<file path="src/hw/rtl/itt_pkg.sv">
// Shared types, codes and constants of the idle timeout table.
`default_nettype none

package itt_pkg;

    localparam int TABLE_DEPTH_DEF = 16;
    localparam int MAX_EXPIRE      = 16;

    localparam int ID_W      = 16;
    localparam int STAMP_W   = 32;
    localparam int TIMEOUT_W = 16;
    localparam int LIMIT_W   = 5;
    localparam int PADDR_W   = 3;
    localparam int PDATA_W   = 32;

    typedef logic [2:0]           kind_t;
    typedef logic [ID_W-1:0]      id_t;
    typedef logic [3:0]           event_t;
    typedef logic [STAMP_W-1:0]   stamp_t;
    typedef logic [TIMEOUT_W-1:0] timeout_t;
    typedef logic [LIMIT_W-1:0]   limit_t;

    localparam timeout_t TIMEOUT_RST     = 16'd30;
    localparam limit_t   MAX_ENTRIES_RST = 5'd16;

    localparam kind_t KIND_TICK   = 3'd0;
    localparam kind_t KIND_SWEEP  = 3'd1;
    localparam kind_t KIND_ADD    = 3'd2;
    localparam kind_t KIND_DELETE = 3'd3;
    localparam kind_t KIND_FORBID = 3'd4;

    localparam event_t EV_ADDED      = 4'd0;
    localparam event_t EV_REFRESHED  = 4'd1;
    localparam event_t EV_REJECTED   = 4'd2;
    localparam event_t EV_EXPIRED    = 4'd3;
    localparam event_t EV_DELETED    = 4'd4;
    localparam event_t EV_NOT_FOUND  = 4'd5;
    localparam event_t EV_FORBIDDEN  = 4'd6;
    localparam event_t EV_TICKED     = 4'd7;
    localparam event_t EV_SWEEP_DONE = 4'd8;

    // Register index, taken from paddr[2]
    localparam logic REG_TIMEOUT = 1'b0;
    localparam logic REG_MAX     = 1'b1;

    localparam logic ALU_SUB = 1'b0;
    localparam logic ALU_ADD = 1'b1;

    typedef struct packed {
        timeout_t timeout;
        limit_t   max_entries;
    } cfg_t;

    typedef struct packed {
        id_t    id;
        stamp_t deadline;
        stamp_t order;
    } row_t;

    typedef struct packed {
        logic   op;
        stamp_t a;
        stamp_t b;
        stamp_t c;
    } alu_req_t;

    typedef struct packed {
        stamp_t res;
        logic   gt;
    } alu_rsp_t;

endpackage

`default_nettype wire

</file>
<file path="src/hw/rtl/itt_if.sv">
// Handshake channels of the idle timeout table: request words in, event words out.
`default_nettype none

interface itt_in_if;
    import itt_pkg::*;

    logic  valid;
    logic  ready;
    kind_t kind;
    id_t   conn_id;

    modport source (output valid, output kind, output conn_id, input ready);
    modport sink   (input valid, input kind, input conn_id, output ready);
endinterface

interface itt_out_if;
    import itt_pkg::*;

    logic   valid;
    logic   ready;
    id_t    conn_id_res;
    event_t event_res;
    logic   last;

    modport source (output valid, output conn_id_res, output event_res, output last,
                     input ready);
    modport sink   (input valid, input conn_id_res, input event_res, input last,
                    output ready);
endinterface

`default_nettype wire

</file>
<file path="src/hw/rtl/itt_slot_mem.sv">
// Slot memory: id, deadline and order stamp per slot, one write and one registered read port.
`default_nettype none

module itt_slot_mem #(
    parameter int DEPTH = itt_pkg::TABLE_DEPTH_DEF
) (
    input  wire logic                     clk,
    input  wire logic                     wr_en,
    input  wire logic [$clog2(DEPTH)-1:0] wr_addr,
    input  wire itt_pkg::row_t            wr_data,
    input  wire logic                     rd_en,
    input  wire logic [$clog2(DEPTH)-1:0] rd_addr,
    output      itt_pkg::row_t            rd_data
);
    import itt_pkg::*;

    row_t mem [DEPTH];
    row_t rd_data_reg;

    always_ff @(posedge clk)
    begin
        if (wr_en)
        begin
            mem[wr_addr] <= wr_data;
        end
    end

    always_ff @(posedge clk)
    begin
        if (rd_en)
        begin
            rd_data_reg <= mem[rd_addr];
        end
    end

    assign rd_data = rd_data_reg;

endmodule

`default_nettype wire

</file>
<file path="src/hw/rtl/itt_alu.sv">
// Shared stamp unit: one 32-bit add or subtract followed by an unsigned compare.
`default_nettype none

module itt_alu (
    input  wire itt_pkg::alu_req_t req,
    output      itt_pkg::alu_rsp_t rsp
);
    import itt_pkg::*;

    stamp_t res;

    always_comb
    begin
        if (req.op == ALU_ADD)
        begin
            res = req.a + req.b;
        end
        else
        begin
            res = req.a - req.b;
        end
    end

    assign rsp.res = res;
    assign rsp.gt  = (res > req.c);

endmodule

`default_nettype wire

</file>
<file path="src/hw/rtl/itt_seq.sv">
// Sequencer of the idle timeout table: slot scans, sweep loop, table updates, result word.
`default_nettype none

module itt_seq #(
    parameter int DEPTH = itt_pkg::TABLE_DEPTH_DEF
) (
    input  wire logic            clk,
    input  wire logic            rst_n,
    input  wire itt_pkg::cfg_t   cfg,
    input  wire logic            in_valid,
    output      logic            in_ready,
    input  wire itt_pkg::kind_t  in_kind,
    input  wire itt_pkg::id_t    in_id,
    output      logic            out_valid,
    input  wire logic            out_ready,
    output      itt_pkg::id_t    out_id,
    output      itt_pkg::event_t out_event,
    output      logic            out_last
);
    import itt_pkg::*;

    localparam int IW = $clog2(DEPTH);
    localparam int CW = $clog2(DEPTH + 1);
    localparam int LW = (CW > LIMIT_W) ? CW : LIMIT_W;
    localparam int NW = $clog2(MAX_EXPIRE + 1);
    localparam logic [IW-1:0] LAST_IDX = IW'(DEPTH - 1);

    localparam logic [2:0] ST_IDLE = 3'd0;
    localparam logic [2:0] ST_SCAN = 3'd1;
    localparam logic [2:0] ST_LATE = 3'd2;
    localparam logic [2:0] ST_DONE = 3'd3;
    localparam logic [2:0] ST_EXEC = 3'd4;

    logic [2:0]       state_reg, state_next;
    kind_t            kind_reg, kind_next;
    id_t              key_reg, key_next;
    logic [DEPTH-1:0] used_reg, used_next;
    logic [DEPTH-1:0] exempt_reg, exempt_next;
    logic [CW-1:0]    count_reg, count_next;
    stamp_t           now_reg, now_next;
    stamp_t           order_reg, order_next;
    logic [IW-1:0]    scan_idx_reg, scan_idx_next;
    logic             issue_done_reg, issue_done_next;
    logic             rd_vld_reg, rd_vld_next;
    logic [IW-1:0]    rd_idx_reg, rd_idx_next;
    logic             found_reg, found_next;
    logic [IW-1:0]    found_idx_reg, found_idx_next;
    logic             free_reg, free_next;
    logic [IW-1:0]    free_idx_reg, free_idx_next;
    logic             best_reg, best_next;
    logic [IW-1:0]    best_idx_reg, best_idx_next;
    stamp_t           best_age_reg, best_age_next;
    id_t              best_id_reg, best_id_next;
    stamp_t           best_dl_reg, best_dl_next;
    logic [NW-1:0]    nexp_reg, nexp_next;
    logic             out_valid_reg, out_valid_next;
    id_t              out_id_reg, out_id_next;
    event_t           out_event_reg, out_event_next;
    logic             out_last_reg, out_last_next;

    logic          mem_wr_en;
    logic [IW-1:0] mem_wr_addr;
    row_t          mem_wr_data;
    logic          mem_rd_en;
    logic [IW-1:0] mem_rd_addr;
    row_t          mem_rd_data;
    alu_req_t      alu_req;
    alu_rsp_t      alu_rsp;

    logic out_free;
    logic full;
    logic expired;

    itt_slot_mem #(.DEPTH(DEPTH)) u_mem (
        .clk     (clk),
        .wr_en   (mem_wr_en),
        .wr_addr (mem_wr_addr),
        .wr_data (mem_wr_data),
        .rd_en   (mem_rd_en),
        .rd_addr (mem_rd_addr),
        .rd_data (mem_rd_data)
    );

    itt_alu u_alu (
        .req (alu_req),
        .rsp (alu_rsp)
    );

    assign out_free = !out_valid_reg || out_ready;
    assign full     = LW'(count_reg) >= LW'(cfg.max_entries);
    assign expired  = best_reg && (alu_rsp.res != '0) && !alu_rsp.res[STAMP_W-1];

    always_comb
    begin
        state_next      = state_reg;
        kind_next       = kind_reg;
        key_next        = key_reg;
        used_next       = used_reg;
        exempt_next     = exempt_reg;
        count_next      = count_reg;
        now_next        = now_reg;
        order_next      = order_reg;
        scan_idx_next   = scan_idx_reg;
        issue_done_next = issue_done_reg;
        rd_vld_next     = 1'b0;
        rd_idx_next     = rd_idx_reg;
        found_next      = found_reg;
        found_idx_next  = found_idx_reg;
        free_next       = free_reg;
        free_idx_next   = free_idx_reg;
        best_next       = best_reg;
        best_idx_next   = best_idx_reg;
        best_age_next   = best_age_reg;
        best_id_next    = best_id_reg;
        best_dl_next    = best_dl_reg;
        nexp_next       = nexp_reg;
        out_valid_next  = out_valid_reg && !out_ready;
        out_id_next     = out_id_reg;
        out_event_next  = out_event_reg;
        out_last_next   = out_last_reg;

        mem_wr_en   = 1'b0;
        mem_wr_addr = found_idx_reg;
        mem_wr_data = '{id: key_reg, deadline: alu_rsp.res, order: order_reg};
        mem_rd_en   = 1'b0;
        mem_rd_addr = scan_idx_reg;
        alu_req     = '{op: ALU_SUB, a: order_reg, b: mem_rd_data.order, c: best_age_reg};

        unique case (state_reg)
            ST_IDLE:
            begin
                if (in_valid)
                begin
                    kind_next = in_kind;
                    key_next  = in_id;
                    nexp_next = '0;
                    priority if (in_kind == KIND_TICK)
                    begin
                        state_next = ST_EXEC;
                    end
                    else if (in_kind <= KIND_FORBID)
                    begin
                        state_next      = ST_SCAN;
                        scan_idx_next   = '0;
                        issue_done_next = 1'b0;
                        found_next      = 1'b0;
                        free_next       = 1'b0;
                        best_next       = 1'b0;
                    end
                    else
                    begin
                        state_next = ST_IDLE;
                    end
                end
            end

            ST_SCAN:
            begin
                // Issue one slot read per cycle, evaluate it in the next cycle
                if (!issue_done_reg)
                begin
                    mem_rd_en   = 1'b1;
                    rd_vld_next = 1'b1;
                    rd_idx_next = scan_idx_reg;
                    if (scan_idx_reg == LAST_IDX)
                    begin
                        issue_done_next = 1'b1;
                    end
                    else
                    begin
                        scan_idx_next = scan_idx_reg + 1'b1;
                    end
                end
                if (rd_vld_reg)
                begin
                    if (used_reg[rd_idx_reg] && (mem_rd_data.id == key_reg) && !found_reg)
                    begin
                        found_next     = 1'b1;
                        found_idx_next = rd_idx_reg;
                    end
                    if (!used_reg[rd_idx_reg] && !free_reg)
                    begin
                        free_next     = 1'b1;
                        free_idx_next = rd_idx_reg;
                    end
                    if (used_reg[rd_idx_reg] && !exempt_reg[rd_idx_reg]
                        && (!best_reg || alu_rsp.gt))
                    begin
                        best_next     = 1'b1;
                        best_idx_next = rd_idx_reg;
                        best_age_next = alu_rsp.res;
                        best_id_next  = mem_rd_data.id;
                        best_dl_next  = mem_rd_data.deadline;
                    end
                    if (rd_idx_reg == LAST_IDX)
                    begin
                        state_next = (kind_reg == KIND_SWEEP) ? ST_LATE : ST_EXEC;
                    end
                end
            end

            ST_LATE:
            begin
                alu_req = '{op: ALU_SUB, a: now_reg, b: best_dl_reg, c: '0};
                if (!expired)
                begin
                    state_next = ST_DONE;
                end
                else if (out_free)
                begin
                    out_valid_next         = 1'b1;
                    out_id_next            = best_id_reg;
                    out_event_next         = EV_EXPIRED;
                    out_last_next          = 1'b0;
                    used_next[best_idx_reg]   = 1'b0;
                    exempt_next[best_idx_reg] = 1'b0;
                    if (count_reg != '0)
                    begin
                        count_next = count_reg - 1'b1;
                    end
                    nexp_next = nexp_reg + 1'b1;
                    if ((nexp_reg + NW'(1)) == NW'(MAX_EXPIRE))
                    begin
                        state_next = ST_DONE;
                    end
                    else
                    begin
                        state_next      = ST_SCAN;
                        scan_idx_next   = '0;
                        issue_done_next = 1'b0;
                        found_next      = 1'b0;
                        free_next       = 1'b0;
                        best_next       = 1'b0;
                    end
                end
            end

            ST_DONE:
            begin
                if (out_free)
                begin
                    out_valid_next = 1'b1;
                    out_id_next    = '0;
                    out_event_next = EV_SWEEP_DONE;
                    out_last_next  = 1'b1;
                    state_next     = ST_IDLE;
                end
            end

            ST_EXEC:
            begin
                alu_req = '{op: ALU_ADD, a: now_reg, b: STAMP_W'(cfg.timeout), c: '0};
                if (out_free)
                begin
                    state_next     = ST_IDLE;
                    out_valid_next = 1'b1;
                    out_id_next    = key_reg;
                    out_last_next  = 1'b1;
                    out_event_next = EV_NOT_FOUND;
                    unique case (kind_reg)
                        KIND_TICK:
                        begin
                            now_next       = now_reg + 1'b1;
                            out_id_next    = '0;
                            out_event_next = EV_TICKED;
                        end
                        KIND_ADD:
                        begin
                            priority if (full)
                            begin
                                out_event_next = EV_REJECTED;
                            end
                            else if (found_reg)
                            begin
                                mem_wr_en                  = 1'b1;
                                mem_wr_addr                = found_idx_reg;
                                exempt_next[found_idx_reg] = 1'b0;
                                order_next                 = order_reg + 1'b1;
                                out_event_next             = EV_REFRESHED;
                            end
                            else if (free_reg)
                            begin
                                mem_wr_en                 = 1'b1;
                                mem_wr_addr               = free_idx_reg;
                                used_next[free_idx_reg]   = 1'b1;
                                exempt_next[free_idx_reg] = 1'b0;
                                count_next                = count_reg + 1'b1;
                                order_next                = order_reg + 1'b1;
                                out_event_next            = EV_ADDED;
                            end
                            else
                            begin
                                out_event_next = EV_REJECTED;
                            end
                        end
                        KIND_DELETE:
                        begin
                            if (found_reg)
                            begin
                                used_next[found_idx_reg]   = 1'b0;
                                exempt_next[found_idx_reg] = 1'b0;
                                if (count_reg != '0)
                                begin
                                    count_next = count_reg - 1'b1;
                                end
                                out_event_next = EV_DELETED;
                            end
                        end
                        KIND_FORBID:
                        begin
                            if (found_reg)
                            begin
                                exempt_next[found_idx_reg] = 1'b1;
                                out_event_next             = EV_FORBIDDEN;
                            end
                        end
                        default:
                        begin
                            out_valid_next = out_valid_reg && !out_ready;
                        end
                    endcase
                end
            end

            default:
            begin
                state_next = ST_IDLE;
            end
        endcase
    end

    always_ff @(posedge clk or negedge rst_n)
    begin
        if (!rst_n)
        begin
            state_reg      <= ST_IDLE;
            used_reg       <= '0;
            exempt_reg     <= '0;
            count_reg      <= '0;
            now_reg        <= '0;
            order_reg      <= '0;
            issue_done_reg <= 1'b0;
            rd_vld_reg     <= 1'b0;
            found_reg      <= 1'b0;
            free_reg       <= 1'b0;
            best_reg       <= 1'b0;
            nexp_reg       <= '0;
            out_valid_reg  <= 1'b0;
        end
        else
        begin
            state_reg      <= state_next;
            used_reg       <= used_next;
            exempt_reg     <= exempt_next;
            count_reg      <= count_next;
            now_reg        <= now_next;
            order_reg      <= order_next;
            issue_done_reg <= issue_done_next;
            rd_vld_reg     <= rd_vld_next;
            found_reg      <= found_next;
            free_reg       <= free_next;
            best_reg       <= best_next;
            nexp_reg       <= nexp_next;
            out_valid_reg  <= out_valid_next;
        end
    end

    always_ff @(posedge clk)
    begin
        kind_reg      <= kind_next;
        key_reg       <= key_next;
        scan_idx_reg  <= scan_idx_next;
        rd_idx_reg    <= rd_idx_next;
        found_idx_reg <= found_idx_next;
        free_idx_reg  <= free_idx_next;
        best_idx_reg  <= best_idx_next;
        best_age_reg  <= best_age_next;
        best_id_reg   <= best_id_next;
        best_dl_reg   <= best_dl_next;
        out_id_reg    <= out_id_next;
        out_event_reg <= out_event_next;
        out_last_reg  <= out_last_next;
    end

    assign in_ready  = (state_reg == ST_IDLE);
    assign out_valid = out_valid_reg;
    assign out_id    = out_id_reg;
    assign out_event = out_event_reg;
    assign out_last  = out_last_reg;

endmodule

`default_nettype wire

</file>
<file path="src/hw/rtl/idle_timeout_table.sv">
// Top level of the idle timeout table: configuration registers and request/event channels.
`default_nettype none

// Connection idle-timeout table. Keeps up to TABLE_DEPTH connection ids, each
// with a deadline (now plus timeout_seconds, modulo 2^32), an age stamp and an
// exempt flag. Request words on in_ch: tick (advance the seconds counter),
// sweep (report and drop expired non-exempt entries oldest first, at most 16,
// then a done word), add or refresh, delete and forbid (make exempt). Every
// request except kinds 5 to 7 gives one or more event words on out_ch, the
// final one flagged by last; kinds 5 to 7 are taken and dropped silently.
// Requests are taken one at a time: in_ch.ready is high only while the
// block is idle. Add, delete and forbid walk every slot through the single
// read port of the slot memory, whose read data is registered. A sweep
// walks the table once for each expired entry it removes and once more for
// the final check, since every removal rescans the table for the next
// oldest entry; once 16 entries have gone, the done word follows without a
// further walk. Each event word sits in an output register, so a stalled
// sink only holds the sequencer when the next word is due. Deadline and age
// compares are wrap-safe. Configuration: APB write at byte address 0
// (timeout_seconds, 16 bits, reset 30) and 4 (max_entries, 5 bits, reset
// 16); write only while the block is idle. pready is tied high.
module idle_timeout_table #(
    parameter int TABLE_DEPTH = itt_pkg::TABLE_DEPTH_DEF
) (
    input  wire logic                         clk,
    input  wire logic                         rst_n,
    input  wire logic                         psel,
    input  wire logic                         penable,
    input  wire logic                         pwrite,
    input  wire logic [itt_pkg::PADDR_W-1:0]  paddr,
    input  wire logic [itt_pkg::PDATA_W-1:0]  pwdata,
    output      logic [itt_pkg::PDATA_W-1:0]  prdata,
    output      logic                         pready,
    itt_in_if.sink                            in_ch,
    itt_out_if.source                         out_ch
);
    import itt_pkg::*;

    timeout_t timeout_reg;
    limit_t   max_entries_reg;
    cfg_t     cfg;
    logic     cfg_wr;

    // Register write on the access phase; paddr[2] selects the register
    assign pready = 1'b1;
    assign cfg_wr = psel && penable && pwrite && pready;

    always_ff @(posedge clk or negedge rst_n)
    begin
        if (!rst_n)
        begin
            timeout_reg     <= TIMEOUT_RST;
            max_entries_reg <= MAX_ENTRIES_RST;
        end
        else if (cfg_wr)
        begin
            unique case (paddr[2])
                REG_TIMEOUT: timeout_reg     <= pwdata[TIMEOUT_W-1:0];
                REG_MAX:     max_entries_reg <= pwdata[LIMIT_W-1:0];
                default:     timeout_reg     <= timeout_reg;
            endcase
        end
    end

    // Read back: hold the selected register, zero-extended
    always_comb
    begin
        unique case (paddr[2])
            REG_TIMEOUT: prdata = PDATA_W'(timeout_reg);
            REG_MAX:     prdata = PDATA_W'(max_entries_reg);
            default:     prdata = '0;
        endcase
    end

    assign cfg.timeout     = timeout_reg;
    assign cfg.max_entries = max_entries_reg;

    // Sequencer: slot scans, sweep loop and the output word register
    itt_seq #(.DEPTH(TABLE_DEPTH)) u_seq (
        .clk       (clk),
        .rst_n     (rst_n),
        .cfg       (cfg),
        .in_valid  (in_ch.valid),
        .in_ready  (in_ch.ready),
        .in_kind   (in_ch.kind),
        .in_id     (in_ch.conn_id),
        .out_valid (out_ch.valid),
        .out_ready (out_ch.ready),
        .out_id    (out_ch.conn_id_res),
        .out_event (out_ch.event_res),
        .out_last  (out_ch.last)
    );

endmodule

`default_nettype wire

</file>
<file path="src/flat_wrapper.sv">
// flat-port wrapper written by rule: the top's interface ports become plain ports
module idle_timeout_table_flat import itt_pkg::*;
#(
    parameter int TABLE_DEPTH = itt_pkg::TABLE_DEPTH_DEF
)
  (clk, rst_n, psel, penable, pwrite, paddr, pwdata, prdata, pready, in_ch_valid, in_ch_kind, in_ch_conn_id, in_ch_ready, out_ch_valid, out_ch_conn_id_res, out_ch_event_res, out_ch_last, out_ch_ready);
  itt_in_if in_ch_i ();
  itt_out_if out_ch_i ();
  input  wire logic clk;
  input  wire logic rst_n;
  input  wire logic psel;
  input  wire logic penable;
  input  wire logic pwrite;
  input  wire logic [itt_pkg::PADDR_W-1:0] paddr;
  input  wire logic [itt_pkg::PDATA_W-1:0] pwdata;
  output      logic [itt_pkg::PDATA_W-1:0] prdata;
  output      logic pready;
  input wire logic [$bits(in_ch_i.valid)-1:0] in_ch_valid;
  input wire logic [$bits(in_ch_i.kind)-1:0] in_ch_kind;
  input wire logic [$bits(in_ch_i.conn_id)-1:0] in_ch_conn_id;
  output wire logic [$bits(in_ch_i.ready)-1:0] in_ch_ready;
  output wire logic [$bits(out_ch_i.valid)-1:0] out_ch_valid;
  output wire logic [$bits(out_ch_i.conn_id_res)-1:0] out_ch_conn_id_res;
  output wire logic [$bits(out_ch_i.event_res)-1:0] out_ch_event_res;
  output wire logic [$bits(out_ch_i.last)-1:0] out_ch_last;
  input wire logic [$bits(out_ch_i.ready)-1:0] out_ch_ready;
  assign in_ch_i.valid = in_ch_valid;
  assign in_ch_i.kind = in_ch_kind;
  assign in_ch_i.conn_id = in_ch_conn_id;
  assign in_ch_ready = in_ch_i.ready;
  assign out_ch_valid = out_ch_i.valid;
  assign out_ch_conn_id_res = out_ch_i.conn_id_res;
  assign out_ch_event_res = out_ch_i.event_res;
  assign out_ch_last = out_ch_i.last;
  assign out_ch_i.ready = out_ch_ready;
  idle_timeout_table #(.TABLE_DEPTH(TABLE_DEPTH)) u_core (.clk(clk), .rst_n(rst_n), .psel(psel), .penable(penable), .pwrite(pwrite), .paddr(paddr), .pwdata(pwdata), .prdata(prdata), .pready(pready), .in_ch(in_ch_i), .out_ch(out_ch_i));
endmodule
</file>
<file path="config.mk">
export PLATFORM = sky130hd
export DESIGN_NAME = idle_timeout_table_flat
export DESIGN_NICKNAME = d
export VERILOG_FILES = /design/src/hw/rtl/itt_pkg.sv /design/src/hw/rtl/itt_if.sv /design/src/hw/rtl/itt_slot_mem.sv /design/src/hw/rtl/itt_alu.sv /design/src/hw/rtl/itt_seq.sv /design/src/hw/rtl/idle_timeout_table.sv /design/src/flat_wrapper.sv
export SDC_FILE = /design/constraint.sdc
export NUM_CORES = 2
export LEC_CHECK = 0
export BUFFER_PORTS_ARGS = -buffer_cell sky130_fd_sc_hd__buf_2
export CORE_MARGIN = 2
export CORE_UTILIZATION = 48
export DETAILED_ROUTE_END_ITERATION = 8
export HOLD_SLACK_MARGIN = 0.08
export PLACE_DENSITY = 0.66
export SLEW_MARGIN = 10
export SYNTH_ARGS = -nofsm -noshare
export SYNTH_HDL_FRONTEND = slang
export SYNTH_SLANG_ARGS = --single-unit
</file>
<file path="constraint.sdc">
create_clock -name clk -period 9.8 [get_ports clk]
set_input_delay 0.49 -clock clk [delete_from_list [all_inputs] [get_ports clk]]
set_output_delay 0.49 -clock clk [all_outputs]
set_load 0.01 [all_outputs]
</file>
==> results.cfg <==
[run_status]
outcome = finished clean

[layout]
layout.nets = 4059
n_fill_cell = 10859
n_antenna_cell = 0
post-route-util = 0.5429
drive_gt1_frac = 0.2275
fin_area_mm2 = 0.07659
area_delta_synth_final_pct = 12.70
fin_cells = 5948
largest_register_ff_count = 1280

[drt]
drc_errors = 0
final_antenna_net_count = 0
viasPerCell = 6.112
wl_per_cell_um = 27.77
drt_iter0_drc = 4586
drtPass1Iterations = 7
vias = 36355
drt-total-wl_um = 165200

[timing]
clock-skew-final_ns = 0.03308
hold_violations = 0
rsz0062_at_grt = false
tns_ns = 0
drv_slew = 0
setup_slack_ns = 1.329
finalSetupViolations = 0
fin_crit_sh = 0.8644
slew_headroom = 0.2754
hold_slack_ns = 0.2799
tightest_slew_ns = 1.087
period_needed_ns = 8.471
max_freq_mhz = 118.0

[synthesis]
synth_warnings = 0
synth-main-ff-cell = edfxtp_1
syn_inst = 3720
async_flop_share = 0.08313
synth-edff-count = 1500
synthDistinctLibCells = 97
synth_seq_cells = 1636
synth_area_mm2 = 0.06796
ys_seq_area_frac = 0.7130
synth.avg_cell_area_um2 = 18.27

[pwr]
ir_worst_vdd_mv = 0.2510
p_sw_mw = 6.918
power.internal_mw = 15.00
p_sw_frac = 0.3156
pwr-share-seq = 0.426
power_frac_comb = 0.291
clock_power_share = 0.283
powerDensity_mw_per_mm2 = 286.2
leakage_nw = 24.35
power_mw = 21.92

[grt]
grt_start_max_net_pins = 97
grt_first_pass_wirelength_um = 243300
grt_pass1_vias = 36007
grt_usage = 0.2280
grt.overflow.total = 0
antenna_found_initial = 3

[setup_path]
reg2reg_to = u_core.u_seq.best_id_reg[10]$_DFFE_PP_
worstSetupStartpointType = flop
crit_buf_inv = 3
crit_type = flop to flop
slowest_delay_ns = 0.72
endpoint_kind = flop
reg2reg_slack_ns = 1.33
required_ns = 10.21
r2r-start = u_core.u_seq.state_reg[0]$_DFFE_PN0P_
critPathTopFamily = simple AND/OR/NAND/NOR gates
crit_path_max_fanout = 50
worstPathArrival_ns = 8.88
reg2reg_depth = 26
cpMaxStageDelayCell = nor4_1

[floorplanning]
start_util = 0.4818
fp.dieH_um = 380.3
dieArea_mm2 = 0.1446
chipWidth_um = 380.3
fp-row-count = 138
pin_count = 117
coreArea_mm2 = 0.1411

[cts]
cts_buffers = 160
root_buffer = clkbuf_16
postCtsSetupRepairBufs = 0
cts_max_path_buffers = 3
cts_tree = yes
htree_levels = 4
clk_pin_slew_ns = 0.06
clock_latency_ns = 0.81
cts.sinks = 1636

[run]
drv_cap = 0

[place]
dpl_worst_slack_ns = 1.297
dp_hpwl_um = 92040
portBuffers = 81
globalplace.congestion = 0.9355
placed_cells = 5612
placed_area_mm2 = 0.07087

[worst_hold_path]
min_path_cells = 3
hold-path-endpoint = u_core.max_entries_reg[0]$_DFFE_PN0P_
holdCritStartpoint = pwrite
hold_path_class = input pin to flop
==> per-layer routing <==
layer	share of wire	vias to the layer above	wire (µm)	GRT usage
met5	0.000054	-	9	0
met4	0.020	2	3316	0.05945
met3	0.067	238	11140	0.03286
met2	0.48	1480	79370	0.3587
met1	0.43	19191	71340	0.3375
li1	-	15444	-	-
==> cell usage after synthesis (29+ instances only) <==
cell / n / share of area
nor2b_1: 39 / 0.0036
o21ai_0: 88 / 0.0065
a21oi_1: 75 / 0.0055
edfxtp_1: 1500 / 0.66
nor3_1: 43 / 0.0032
ha_1: 76 / 0.014
buf_1: 42 / 0.0023
xor2_1: 44 / 0.0057
o22ai_1: 29 / 0.0027
nor2_1: 145 / 0.0080
dfrtp_1: 131 / 0.048
nand2_1: 268 / 0.015
and3_1: 29 / 0.0027
clkbuf_1: 113 / 0.0062
xnor2_1: 102 / 0.013
inv_1: 38 / 0.0021
mux4_2: 410 / 0.14
nand3_1: 65 / 0.0048
mux2_2: 32 / 0.0053
nand4_1: 40 / 0.0037
==> power groups by stage <==
stage | Sequential (mW) | Clock [mW] | Combinational, mW
after floorplan | 9.28 | 0 | 4.47
after global placement | 9.46 | 0 | 6.29
after detailed placement | 9.47 | 0 | 6.39
after CTS | 9.33 | 6.32 | 6.42
after global routing | 9.37 | 6.59 | 6.93
final | 9.33 | 6.21 | 6.37
==> how the worst max path moves through the flow <==
stage                                                     start                                      to  slack, ns  depth (start not counted)
final                     u_core.u_seq.state_reg[0]$_DFFE_PN0P_  u_core.u_seq.best_id_reg[10]$_DFFE_PP_       1.33                         26
after global routing      u_core.u_seq.state_reg[0]$_DFFE_PN0P_  u_core.u_seq.best_id_reg[10]$_DFFE_PP_       0.73                         25
after CTS                 u_core.u_seq.state_reg[0]$_DFFE_PN0P_  u_core.u_seq.best_id_reg[10]$_DFFE_PP_       1.29                         23
after detailed placement  u_core.u_seq.state_reg[0]$_DFFE_PN0P_  u_core.u_seq.best_id_reg[11]$_DFFE_PP_       1.30                         23
after global placement    u_core.u_seq.state_reg[0]$_DFFE_PN0P_  u_core.u_seq.best_id_reg[12]$_DFFE_PP_       1.38                         23
after floorplan           u_core.u_seq.state_reg[0]$_DFFE_PN0P_  u_core.u_seq.best_age_reg[0]$_DFFE_PP_       0.81                         27
==> area by class of cell <==
| type | count | area (µm²) | area share |
|---|---|---|---|
| Clock buffer | 204 | 4292 | 0.05603 |
| Timing Repair Buffer | 219 | 1565 | 0.02044 |
| Multi-Input combinational cell | 1866 | 18730 | 0.2445 |
| Tap cell | 1890 | 2365 | 0.03088 |
| Sequential cell | 1636 | 48460 | 0.6326 |
| Inverter | 38 | 142.6 | 0.001862 |
| Clock inverter | 95 | 1046 | 0.01366 |
==> placed cells by master, fill, tap and decap left out, types with 20 or more instances in the layout <==
master / count
inv_1: 38
clkinv_2: 25
a22o_1: 22
o21ai_0: 88
o21ai_1: 20
xor2_1: 44
edfxtp_1: 1500
dlygate4sd3_1: 37
ha_1: 76
nor4_1: 25
clkbuf_16: 162
a21oi_1: 74
o221ai_1: 22
nand2_1: 267
xnor2_1: 102
nand4_1: 40
nand3_1: 65
dfrtp_1: 129
nor2b_1: 39
o31ai_1: 25
nor2_1: 126
o22ai_1: 29
mux4_2: 410
and3_1: 29
clkinv_1: 32
buf_2: 80
nor3_1: 43
mux2_2: 32
clkbuf_1: 34
buf_4: 99
==> repair_timing <==
| action | in CTS | in global routing |
|---|---|---|
| endpoints found under the hold margin | 121 | 0 |
| resized for setup | 0 | 0 |
| hold buffers | 37 | 0 |
==> tightest hold or removal path, delay by kind of cell <==
family                 cells  cell delay [ns]
and+or+nand+nor            1             0.24
muxes                      1             0.20
buffers and inverters      1             0.11
==> logic make-up after synthesis <==
family,count (synthesis),synth area share
compound gates,426,0.04262
xor+xnor,147,0.01906
fa+ha+maj,77,0.01429
buf+inv,233,0.01506
flops,1636,0.7130
mux,451,0.1425
other cells,2,0.0001105
simple gates,748,0.05339
(Power assumes the default switching activity.)
